$ cat src/hw/rtl/orl_pkg.sv
// orl_pkg: sizes, codes and shared types of the ordered rank list
// no dependencies; used by every module under hw/rtl
package orl_pkg;

    localparam int CAPACITY   = 256;
    localparam int KEY_BITS   = 32;
    localparam int KEY_IN_W   = 32;
    localparam int POS_W      = 8;
    localparam int RANK_W     = 8;

    localparam int IDX_W      = $clog2(CAPACITY);
    localparam int CNT_W      = $clog2(CAPACITY + 1);
    localparam int POS_CMP_W  = (CNT_W > POS_W) ? CNT_W : POS_W;
    localparam int RANK_EXT_W = (CNT_W > RANK_W) ? CNT_W : RANK_W;

    // rank count: flags are counted in groups, group counts summed a window a cycle
    localparam int GROUP      = 16;
    localparam int GRP_CNT_W  = $clog2(GROUP + 1);
    localparam int N_GROUPS   = (CAPACITY + GROUP - 1) / GROUP;
    localparam int N_STEPS    = (N_GROUPS + GROUP - 1) / GROUP;
    localparam int PART_N     = N_STEPS * GROUP;
    localparam int STEP_W     = $clog2(N_STEPS + 1);

    localparam logic REQ_INSERT      = 1'b0;
    localparam logic REQ_REMOVE      = 1'b1;
    localparam logic STATUS_INSERTED = 1'b0;
    localparam logic STATUS_FULL     = 1'b1;

    typedef enum logic [1:0] {
        CELL_HOLD,
        CELL_INSERT,
        CELL_REMOVE
    } t_cell_op;

    typedef struct packed {
        t_cell_op             op;
        logic [KEY_BITS-1:0]  key;
        logic [IDX_W-1:0]     at;
        logic [CNT_W-1:0]     count;
        logic                 descending;
    } t_cell_cmd;

    typedef enum logic [2:0] {
        ST_IDLE,
        ST_REMOVE,
        ST_COMPARE,
        ST_SUM,
        ST_WRITE
    } t_state;

    function automatic logic [KEY_BITS-1:0] fit_key(input logic [KEY_IN_W-1:0] key_in);
        logic [63:0] wide;
        wide = {32'b0, key_in};
        return wide[KEY_BITS-1:0];
    endfunction

endpackage

$ cat src/hw/rtl/orl_cell.sv
// orl_cell: one slot of the list, holds a key, compares it with the new key
// and shifts toward or away from its neighbors; uses orl_pkg
module orl_cell (
    input  logic                          i_clk,
    input  logic [orl_pkg::IDX_W-1:0]     i_index,
    input  orl_pkg::t_cell_cmd            i_cmd,
    input  logic [orl_pkg::KEY_BITS-1:0]  i_left_key,
    input  logic [orl_pkg::KEY_BITS-1:0]  i_right_key,
    output logic [orl_pkg::KEY_BITS-1:0]  o_key,
    output logic                          o_prec
);
    import orl_pkg::*;

    logic [KEY_BITS-1:0] r_key;
    logic [KEY_BITS-1:0] n_key;
    logic                w_used;

    assign w_used = CNT_W'(i_index) < i_cmd.count;

    // stored key ties or comes before the new key in list order
    assign o_prec = w_used && (i_cmd.descending ? (r_key >= i_cmd.key)
                                                : (r_key <= i_cmd.key));
    assign o_key  = r_key;

    always_comb begin
        n_key = r_key;
        unique case (i_cmd.op)
            CELL_INSERT: begin
                if (i_index == i_cmd.at) begin
                    n_key = i_cmd.key;
                end else if (i_index > i_cmd.at) begin
                    n_key = i_left_key;
                end
            end
            CELL_REMOVE: begin
                if (i_index >= i_cmd.at) begin
                    n_key = i_right_key;
                end
            end
            default: begin
                n_key = r_key;
            end
        endcase
    end

    always_ff @(posedge i_clk) begin
        r_key <= n_key;
    end

endmodule

$ cat config.mk
export PLATFORM = sky130hd
export DESIGN_NAME = orl_cell
export DESIGN_NICKNAME = d
export VERILOG_FILES = /design/src/hw/rtl/orl_pkg.sv /design/src/hw/rtl/orl_cell.sv
export SDC_FILE = /design/constraint.sdc
export NUM_CORES = 1
export LEC_CHECK = 0
export ABC_AREA = 1
export BUFFER_PORTS_ARGS = -buffer_cell sky130_fd_sc_hd__buf_2
export CAP_MARGIN = 20
export CORE_UTILIZATION = 43
export CTS_CLUSTER_DIAMETER = 120
export DETAILED_ROUTE_END_ITERATION = 10
export PLACE_DENSITY = 0.86
export SLEW_MARGIN = 20
export SYNTH_ARGS = -nofsm -noshare
export SYNTH_HDL_FRONTEND = slang
export SYNTH_SLANG_ARGS = --single-unit
$ cat constraint.sdc
create_clock -name i_clk -period 2.1 [get_ports i_clk]
set_clock_uncertainty 0.1 [all_clocks]
set_input_delay 0 -clock i_clk [delete_from_list [all_inputs] [get_ports i_clk]]
set_output_delay 0 -clock i_clk [all_outputs]
set_load 0.03 [all_outputs]
==> summary.md <==
| Metric | Value |
|---|---|
| IO Pins | `about 160` |
| WS Path Type | `reg -> out` |
| TritonCTS clock tree | `built` |
| Final wirelength | `about 9.5 mm` |
| Most frequent CP cell | `nand2_1` |
| Total of max-cap violations | `0` |
| Post-synthesis mux area share | `0%` |
| Sequential area share after synthesis | `between 20% and 30%` |
| Setup Viol. Count Final | `0` |
| Status | `completed` |
| GRT Total Usage | `about a quarter` |
| DR WL/cell | `13.44 um` |
| Post-synth top area cell | `edfxtp_1` |
| Total core area | `7408 um2` |
| Yosys cell types | `31` |
| Final Wtd Congestion | `about 0.82` |
| CTS max path bufs | `2` |
| Top-area cell type share of the netlist area | `28.69%` |
| Place WS | `225.1 ps` |
| Vias in the first global route | `approximately 3500` |
| Sum of negative setup slack | `0 ps` |
| P_int | `1468 uW` |
| Nets | `779` |
| Largest net degree at the start of global routing | `65` |
| Vert. Die Dim | `90.26 um` |
| Via total after detailed routing | `between 3000 and 4000` |
| Syn Nets | `559` |
| CTS root buf | `clkbuf_8` |
| P_leak | `0.002557 uW` |
| Vias/cell | `4.830` |
| Synth-to-layout area growth | `48.45%` |
| CP Data Required Time | `2000 ps` |
| Slowest CP cell | `edfxtp_1` |
| Min Tclk post-route | `approximately 2100 ps` |
| Maximum VDD drop | `244.4 uV` |
| Pwr dens | `456.1 nW/um2` |
| Power share of the clock group | `20.2%` |
| Drt pass-1 iters | `4` |
| Maximum clock rate | `0.4773 GHz` |
| Die X | `~90 um` |
| Initial antenna violation count | `0` |
| Comb power frac | `42.9%` |
| Post-synthesis compound-gate area fraction | `roughly a quarter` |
| First-pass GRT wire length | `15.50 mm` |
| Std-Cell Rows | `31` |
| Antenna diode count | `0` |
| Crit-path cells | `ha_4, nand2_1, nor2_2, nand4_1, nor2_2, nand2_1, nand4_1, nand2_1, nor2_1, buf_4` |
| RSZ-0062 raised after global routing | `true` |
| Max Slew Vio Count | `0` |
| Yosys warns | `0` |
| Synthesized area | `3349 um2` |
| Slew headroom | `74.08%` |
| Critical Path Sink Type | `output port` |
| Final hold vios | `0` |
| Hold crit path type | `in -> reg` |
| CP Launch Type | `flop` |
| Worst setup margin | `approximately 4.7 ps` |
| Gr ovfl total | `0` |
| Syn Area/Cell | `between 8 and 9 um2` |
| Sequential Power Share | `roughly 37%` |
| CTS Buf Count | `5` |
| Largest family of logic cells by synthesized area | `compound AO/OA/AOI/OAI gates` |
| Initial drt markers | `between 50 and 60` |
| Commonest non-fill, non-tap cells in the layout | `buf_2, inv_1, dlygate4sd3_1, nand2_1, ha_1` |
| Clock transition at path regs | `approximately 70 ps` |
| Cells after Synth | `387` |
| WP data arrival | `2000 ps` |
| Worst-Margin Slew | `around 400 ps` |
| Crit path largest cell delay | `roughly 440 ps` |
| Top cells by area, synth | `edfxtp_1, ha_1, o211ai_2` |
| DIE AREA | `8146 um2` |
| Max Fanout on Critical Path | `2` |
| Adder-Cell Fraction of Synth Area | `17.56%` |
| Final ANT Viol Nets | `0` |
| Share of layout cells above drive strength 1 | `43.26%` |
| Starting Density | `45.21%` |
| Count of input and output buffers | `between 150 and 200` |
| Post-Synth XOR/XNOR Area | `0%` |
| Simple-Gate Fraction of Synth Area | `14.76%` |
| Max reg flops | `32` |
| CTS Sinks | `32` |
| P_sw | `799.8 uW` |
| Fin crit share | `~100%` |
| Post-DP HPWL | `6.644 mm` |
| H-tree Lvls | `2` |
| Yosys reg bits | `32` |
| Drt drc | `0` |
| Most common cell after layout, fill and taps aside | `buf_2` |
| Sw Ratio | `between 30% and 40%` |
critical path, delay by kind of cell (launching register included):
kind / cells / cell delay, ps
and+or+nand+nor: 8 / 810
adders and majority gates: 1 / 300
DFF: 1 / 440
buffers and inverters: 1 / 170
stage by stage:
stage / hold WS (ps) / util, % / total power [uW] / std cells / area, um2
4_1_cts: 1.851 / 65.68 / 2245 / 704 / 4866
6_report: 22.30 / 67.12 / 2268 / 707 / 4972
5_1_grt: 23.86 / 67.12 / 2417 / 707 / 4972
3_5_place_dp: 232.3 / 56.05 / 1653 / 633 / 4153
3_3_place_gp: 221.4 / 56.05 / 1617 / 633 / 4153
2_1_floorplan: 128.5 / - / 1367 / 387 / 3349
final timing paths:
kind,start,endpoint,depth (start not counted),slack [ps]
min,i_right_key[6],o_key[6]$_DFFE_PP_,3,20
max,o_key[21]$_DFFE_PP_,o_prec,10,5
routing by layer:
metal | up-vias | global-route usage [%] | share of wire [%]
li1 | 1723 | - | -
met3 | 22 | 5.219 | 5.7
met5 | - | 0 | 0
met1 | 1539 | 25.04 | 39
met2 | 131 | 45.23 | 54
met4 | 0 | 7.661 | 1.9
logic make-up after synthesis:
group | count (synthesis)
buffers and inverters | 107
AND/OR/NAND/NOR | 105
AO/OA/AOI/OAI | 96
adder cells (fa/ha/maj) | 47
flip-flops | 32
power groups by stage:
stage	Sequential [uW]	Combinational, uW	Clock, uW
after floorplan	977	389	0
after global placement	836	781	0
after detailed placement	843	810	0
after CTS	829	934	482
after global routing	844	1070	499
final	837	972	459
final cells by class:
type | instances | area [um2]
flip-flops and latches | 32 | 960.9
clock inverters | 1 | 3.754
inverters | 94 | 369.1
clock buffers | 7 | 76.32
multi-input cells | 248 | 1964
repair buffers | 226 | 1474
fillers | 590 | 2436
well taps | 99 | 123.9
synthesized netlist by cell type:
library cell  instances
a21o_1                1
a21oi_1              22
a22oi_2               1
buf_12                2
buf_2                 2
buf_4                 2
buf_6                 4
buf_8                 2
clkbuf_1              1
clkinv_8              1
edfxtp_1             32
ha_1                 47
inv_1                93
nand2_1              53
nand2_2              28
nand2_4               1
nand3_1               3
nand4_1               3
nor2_1               12
nor2_2                2
nor3_1                1
o2111ai_1             1
o211ai_1              4
o211ai_2             28
o21a_1                2
o21ai_0               3
o21ai_1              13
o21ai_2              20
o31ai_1               1
or2_0                 1
or2_1                 1
repair_timing:
action	in CTS	in global routing
setup buffers	1	3
endpoints found under the setup margin	1	7
hold buffers	62	0
resized for setup	2	12
endpoints found under the hold margin	31	0
pin swaps	3	3
Note: power is estimated with default switching activity, not from simulation.
