===== config.mk =====
export PLATFORM = sky130hd
export DESIGN_NAME = orl_rank_count
export DESIGN_NICKNAME = d
export VERILOG_FILES = /design/src/hw/rtl/orl_pkg.sv /design/src/hw/rtl/orl_rank_count.sv
export SDC_FILE = /design/constraint.sdc
export NUM_CORES = 1
export LEC_CHECK = 0
export BUFFER_PORTS_ARGS = -buffer_cell sky130_fd_sc_hd__buf_2
export CAP_MARGIN = 40
export CORE_MARGIN = 3
export CORE_UTILIZATION = 55
export DETAILED_ROUTE_END_ITERATION = 10
export PLACE_DENSITY = 0.82
export SLEW_MARGIN = 10
export SYNTH_ARGS = -nofsm -noshare
export SYNTH_HDL_FRONTEND = slang
export SYNTH_SLANG_ARGS = --single-unit
export TNS_END_PERCENT = 5

===== constraint.sdc =====
create_clock -name i_clk -period 7.6 [get_ports i_clk]
set_clock_uncertainty 0.15 [all_clocks]
set_input_delay 1.52 -clock i_clk [delete_from_list [all_inputs] [get_ports i_clk]]
set_output_delay 1.52 -clock i_clk [all_outputs]
set_load 0.01 [all_outputs]

===== src/hw/rtl/orl_pkg.sv =====
// orl_pkg: sizes, codes and shared types of the ordered rank list
// no dependencies; used by every module under hw/rtl
package orl_pkg;

    localparam int CAPACITY   = 256;
    localparam int KEY_BITS   = 32;
    localparam int KEY_IN_W   = 32;
    localparam int POS_W      = 8;
    localparam int RANK_W     = 8;

    localparam int IDX_W      = $clog2(CAPACITY);
    localparam int CNT_W      = $clog2(CAPACITY + 1);
    localparam int POS_CMP_W  = (CNT_W > POS_W) ? CNT_W : POS_W;
    localparam int RANK_EXT_W = (CNT_W > RANK_W) ? CNT_W : RANK_W;

    // rank count: flags are counted in groups, group counts summed a window a cycle
    localparam int GROUP      = 16;
    localparam int GRP_CNT_W  = $clog2(GROUP + 1);
    localparam int N_GROUPS   = (CAPACITY + GROUP - 1) / GROUP;
    localparam int N_STEPS    = (N_GROUPS + GROUP - 1) / GROUP;
    localparam int PART_N     = N_STEPS * GROUP;
    localparam int STEP_W     = $clog2(N_STEPS + 1);

    localparam logic REQ_INSERT      = 1'b0;
    localparam logic REQ_REMOVE      = 1'b1;
    localparam logic STATUS_INSERTED = 1'b0;
    localparam logic STATUS_FULL     = 1'b1;

    typedef enum logic [1:0] {
        CELL_HOLD,
        CELL_INSERT,
        CELL_REMOVE
    } t_cell_op;

    typedef struct packed {
        t_cell_op             op;
        logic [KEY_BITS-1:0]  key;
        logic [IDX_W-1:0]     at;
        logic [CNT_W-1:0]     count;
        logic                 descending;
    } t_cell_cmd;

    typedef enum logic [2:0] {
        ST_IDLE,
        ST_REMOVE,
        ST_COMPARE,
        ST_SUM,
        ST_WRITE
    } t_state;

    function automatic logic [KEY_BITS-1:0] fit_key(input logic [KEY_IN_W-1:0] key_in);
        logic [63:0] wide;
        wide = {32'b0, key_in};
        return wide[KEY_BITS-1:0];
    endfunction

endpackage


===== src/hw/rtl/orl_rank_count.sv =====
// orl_rank_count: counts the set compare flags of the cell row, group
// counts first, then a window of group counts per cycle; uses orl_pkg
module orl_rank_count (
    input  logic                          i_clk,
    input  logic                          i_rst_n,
    input  logic [orl_pkg::CAPACITY-1:0]  i_flags,
    input  logic                          i_load,
    input  logic                          i_step,
    output logic [orl_pkg::CNT_W-1:0]     o_rank,
    output logic                          o_last
);
    import orl_pkg::*;

    logic [GRP_CNT_W-1:0]      r_part [PART_N];
    logic [CNT_W-1:0]          r_acc;
    logic [STEP_W-1:0]         r_step;
    logic [PART_N*GROUP-1:0]   w_flags_pad;
    logic [GRP_CNT_W-1:0]      w_group_cnt [PART_N];
    logic [CNT_W-1:0]          w_window_sum;

    function automatic logic [GRP_CNT_W-1:0] popcount_group(input logic [GROUP-1:0] bits);
        logic [2:0]           nib [GROUP/4];
        logic [GRP_CNT_W-1:0] total;
        for (int q = 0; q < GROUP / 4; q++) begin
            nib[q] = 3'(bits[4*q]) + 3'(bits[4*q+1]) + 3'(bits[4*q+2]) + 3'(bits[4*q+3]);
        end
        total = '0;
        for (int q = 0; q < GROUP / 4; q++) begin
            total = total + GRP_CNT_W'(nib[q]);
        end
        return total;
    endfunction

    always_comb begin
        w_flags_pad = '0;
        w_flags_pad[CAPACITY-1:0] = i_flags;
    end

    for (genvar g = 0; g < PART_N; g++) begin : g_group
        assign w_group_cnt[g] = popcount_group(w_flags_pad[g*GROUP +: GROUP]);
    end

    // window of GROUP partial counts, added as quads then onto the running sum
    always_comb begin
        logic [CNT_W-1:0] quad [GROUP/4];
        for (int q = 0; q < GROUP / 4; q++) begin
            quad[q] = CNT_W'(r_part[4*q]) + CNT_W'(r_part[4*q+1])
                    + CNT_W'(r_part[4*q+2]) + CNT_W'(r_part[4*q+3]);
        end
        w_window_sum = r_acc;
        for (int q = 0; q < GROUP / 4; q++) begin
            w_window_sum = w_window_sum + quad[q];
        end
    end

    for (genvar g = 0; g < PART_N; g++) begin : g_part
        if (g + GROUP < PART_N) begin : g_shift
            always_ff @(posedge i_clk) begin
                if (i_load) begin
                    r_part[g] <= w_group_cnt[g];
                end else if (i_step) begin
                    r_part[g] <= r_part[g+GROUP];
                end
            end
        end else begin : g_tail
            always_ff @(posedge i_clk) begin
                if (i_load) begin
                    r_part[g] <= w_group_cnt[g];
                end else if (i_step) begin
                    r_part[g] <= '0;
                end
            end
        end
    end

    always_ff @(posedge i_clk) begin
        if (!i_rst_n) begin
            r_acc <= '0;
        end else if (i_load) begin
            r_acc <= '0;
        end else if (i_step) begin
            r_acc <= w_window_sum;
        end
    end

    always_ff @(posedge i_clk) begin
        if (!i_rst_n) begin
            r_step <= '0;
        end else if (i_load) begin
            r_step <= '0;
        end else if (i_step) begin
            r_step <= r_step + 1'b1;
        end
    end

    assign o_rank = r_acc;
    assign o_last = r_step == STEP_W'(N_STEPS - 1);

    a_step_bound: assert property (@(posedge i_clk) disable iff (!i_rst_n)
        r_step <= STEP_W'(N_STEPS))
        else $error("rank step counter ran past the last window");

    a_load_clears: assert property (@(posedge i_clk) disable iff (!i_rst_n)
        i_load |=> r_acc == '0 && r_step == '0)
        else $error("rank sum not restarted on load");

    a_sum_bound: assert property (@(posedge i_clk) disable iff (!i_rst_n)
        r_acc <= CNT_W'(CAPACITY))
        else $error("rank sum exceeds capacity");

endmodule


==> impl_results.md <==
- Result of the run: finished clean
- Post-CTS Setup Inserts: 0
- Biggest fanout along the worst timing path: 3
- Via count of the first global-routing pass: 8,291
- Clk root buf: sky130_fd_sc_hd__clkbuf_16
- Global-route wire length before repair: 36.2 mm
- Yosys synthesis warning count: 0
- Fraction of final layout cells sized beyond drive strength 1: 22.1%
- Top-Level Pins: 270
- Final routed wirelength across all metal layers: 21.7 mm
- Max-Slew Margin vs Limit: 45.4%
- Period Utilization, post-route: 72.9%
- Cells traversed along the worst timing path: inv_1 -> fa_1 -> inv_1 -> fa_1 -> fa_1 -> fa_1 -> fa_1 -> inv_1 -> fa_1 -> inv_1 -> ha_1 -> fa_1 -> a21o_1 -> a221oi_2 -> xnor2_1 -> a211oi_1 -> a31o_1
- DP Wirelength: 19.3 mm
- Antenna violations before repair: 0
- Overall die area: 22,300 um2
- Final weighted congestion of routability-driven global placement: 0.825
- Count of unique library cells instantiated by Yosys: 30
- Number of cells produced by synthesis: 1,028
- Seq/Total Area, Yosys: 22.6%
- Max-Cap Viols: 0
- Syn avg cell area: 11.0 um2
- Critical path data required time: 7680 ps
- Max incr delay on CP: 540 ps
- Synthesized netlist net count: 1,621
- Setup TNS: 0 ps
- Area leader, netlist: sky130_fd_sc_hd__fa_1
- Overall overflow remaining after global route: 0
- Category of the critical setup timing path: reg -> reg
- Area delta synth->final: 17.4%
- Most area-consuming cells after synthesis: sky130_fd_sc_hd__fa_1 (41%), sky130_fd_sc_hd__edfxtp_1 (20%), sky130_fd_sc_hd__inv_1 (13%)
- Clock transition at the registers of the reported paths: 60 ps
- Critical-path cell with the highest stage delay: sky130_fd_sc_hd__fa_1
- Max Buffers Root-to-Sink: 2
- Finish-stage setup viols: 0
- GRT Overall Usage: 20.4%
- Number of antenna-violating nets in the routed design: 0
- Post-cts hold buffer count: 0
- Gate family responsible for the most delay along the worst path: adder cells
- Die height: 149 um
- Via/cell ratio: 4.72
- Pin slew with the least headroom to its limit: 817 ps
- Total clock buffers created by CTS: 9
- Hold crit path type: reg -> reg
- Clock tree from TritonCTS: built
- Placeable core area: 19,800 um2
- Critical path launch point type: flop
- Drt first pass iters: 4
- Final Hold Vio Count: 0
- Endpoint kind of the worst setup timing path: flop
- Latest clock arrival within the worst-skew pair: 340 ps
- Number of buffers inserted by port buffering: 269
- Post-synthesis register bit count: 90
- Final slew viol count: 0
- Wire length per cell after detailed routing: 13.8 um
- Cell repeated most along the worst path: sky130_fd_sc_hd__fa_1
- Buffers and inverters on the worst path: 4
- DRC violations left: 0
- Total number of placement rows: 51
- Arrival time worst endpoint: 5620 ps
- Final hold slack: 348 ps
- Pin count of the biggest net entering global routing: 62
- Cells resized by post-CTS repair: 0
- Synth top area share: 41.2%
- 1st-iter DRT viols: 231
- Shortest period the worst path allows: 5540 ps
- Depth of the CTS H-tree: 3
- Max Clock Freq: 180 MHz
- Combined area of all synthesized cells: 11,300 um2
- Number of vias in the routed layout: 7,405
- Starting utilization of the core area: 57.0%
- Unrepaired setup endpoints after global routing: false
- Total clock sinks: 90
- Antenna Cells: 0
- Die width: 149 um
- NumNets Final: 1,893
-- per-layer routing --
layer | wire length [um] | global-route usage [%] | share of wire (%) | vias up
met5 | 0 | 0 | 0 | -
met1 | 8610 | 25.4 | 40 | 3638
met3 | 1110 | 3.52 | 5.1 | 29
met2 | 11600 | 37.9 | 54 | 199
met4 | 362 | 3.80 | 1.7 | 0
li1 | - | - | - | 3539
-- worst paths after layout --
path	depth (start not counted)	from	slack [ps]	end
worst max-delay path	17	o_rank[2]	2060	o_rank[8]
worst min register to register	2	r_part[1][3]	350	r_part[1][3]
worst max register to register	17	o_rank[2]	2060	o_rank[8]
worst min-delay path	2	r_part[1][3]	350	r_part[1][3]
-- metrics by stage --
stage	setup WS (ps)	util, %	cells	cell area (um2)
after floorplan	2230	-	1028	11300
after global placement	2150	65.4	1553	12900
after detailed placement	2070	65.5	1554	13000
after CTS	2030	67.0	1570	13200
after global routing	1850	67.0	1570	13200
final	2060	67.0	1570	13200
-- worst reg2reg max path, stage by stage (launching register included) --
cell	delay, ps
sky130_fd_sc_hd__dfxtp_1	360
sky130_fd_sc_hd__inv_1	70
sky130_fd_sc_hd__fa_1	540
sky130_fd_sc_hd__inv_1	60
sky130_fd_sc_hd__fa_1	510
sky130_fd_sc_hd__fa_1	530
sky130_fd_sc_hd__fa_1	530
sky130_fd_sc_hd__fa_1	540
sky130_fd_sc_hd__inv_1	60
sky130_fd_sc_hd__fa_1	540
sky130_fd_sc_hd__inv_1	40
sky130_fd_sc_hd__ha_1	210
sky130_fd_sc_hd__fa_1	400
sky130_fd_sc_hd__a21o_1	190
sky130_fd_sc_hd__a221oi_2	240
sky130_fd_sc_hd__xnor2_1	170
sky130_fd_sc_hd__a211oi_1	100
sky130_fd_sc_hd__a31o_1	200
-- kinds of logic (layout without fill, tap and decap cells) --
kind of cell	count (synthesis)	after routing	share of synthesized area (%)
XOR/XNOR	24	24	1.86
buffers and inverters	397	674	13.2
adder cells (fa/ha/maj)	333	333	52.4
multiplexers	6	6	0.532
AO/OA/AOI/OAI	65	65	4.27
flip-flops	90	90	22.6
AND/OR/NAND/NOR	113	113	5.09
-- registers in the layout, summed over array words and instances (netlist names) --
name / flops
o_rank: 9
r_part: 80
r_step: 1
-- layout by cell type, fill, tap and decap left out, types with 2 or more instances in the layout --
| cell | count |
|---|---|
| sky130_fd_sc_hd__a21oi_1 | 19 |
| sky130_fd_sc_hd__nor3_1 | 15 |
| sky130_fd_sc_hd__nor2b_1 | 46 |
| sky130_fd_sc_hd__buf_4 | 2 |
| sky130_fd_sc_hd__nand2_1 | 6 |
| sky130_fd_sc_hd__clkinv_1 | 2 |
| sky130_fd_sc_hd__o211a_1 | 15 |
| sky130_fd_sc_hd__ha_1 | 101 |
| sky130_fd_sc_hd__nor2_1 | 41 |
| sky130_fd_sc_hd__dfxtp_1 | 15 |
| sky130_fd_sc_hd__o22ai_1 | 2 |
| sky130_fd_sc_hd__inv_1 | 385 |
| sky130_fd_sc_hd__xnor2_1 | 7 |
| sky130_fd_sc_hd__mux2i_1 | 6 |
| sky130_fd_sc_hd__a21o_1 | 19 |
| sky130_fd_sc_hd__edfxtp_1 | 75 |
| sky130_fd_sc_hd__xor2_1 | 17 |
| sky130_fd_sc_hd__fa_1 | 232 |
| sky130_fd_sc_hd__a211oi_1 | 2 |
| sky130_fd_sc_hd__buf_2 | 269 |
| sky130_fd_sc_hd__clkbuf_16 | 9 |
| sky130_fd_sc_hd__o21ai_0 | 2 |
-- cell type report --
cell class | instances | area, um2
flip-flops and latches | 90 | 2550
fillers | 1514 | 6530
clock buffers | 9 | 225
inverters | 386 | 1450
well taps | 265 | 332
clock inverters | 7 | 67.6
repair buffers | 272 | 1380
multi-input cells | 541 | 7240
-- synth_stat cells --
cell type / count
sky130_fd_sc_hd__a211o_1: 1
sky130_fd_sc_hd__a211oi_1: 2
sky130_fd_sc_hd__a21o_1: 19
sky130_fd_sc_hd__a21oi_1: 19
sky130_fd_sc_hd__a221oi_2: 1
sky130_fd_sc_hd__a22o_1: 1
sky130_fd_sc_hd__a31o_1: 1
sky130_fd_sc_hd__and3_1: 1
sky130_fd_sc_hd__buf_2: 3
sky130_fd_sc_hd__clkbuf_1: 8
sky130_fd_sc_hd__dfxtp_1: 15
sky130_fd_sc_hd__edfxtp_1: 75
sky130_fd_sc_hd__fa_1: 232
sky130_fd_sc_hd__ha_1: 101
sky130_fd_sc_hd__inv_1: 386
sky130_fd_sc_hd__mux2i_1: 6
sky130_fd_sc_hd__nand2_1: 6
sky130_fd_sc_hd__nand2b_1: 1
sky130_fd_sc_hd__nand3b_1: 1
sky130_fd_sc_hd__nor2_1: 41
sky130_fd_sc_hd__nor2b_1: 47
sky130_fd_sc_hd__nor3_1: 15
sky130_fd_sc_hd__nor4b_1: 1
sky130_fd_sc_hd__o211a_1: 15
sky130_fd_sc_hd__o211ai_1: 1
sky130_fd_sc_hd__o21ai_0: 2
sky130_fd_sc_hd__o22ai_1: 2
sky130_fd_sc_hd__o31ai_1: 1
sky130_fd_sc_hd__xnor2_1: 7
sky130_fd_sc_hd__xor2_1: 17
Power is not shown: default switching activity piles up to over one toggle a cycle in this logic, so the estimate is an artifact.
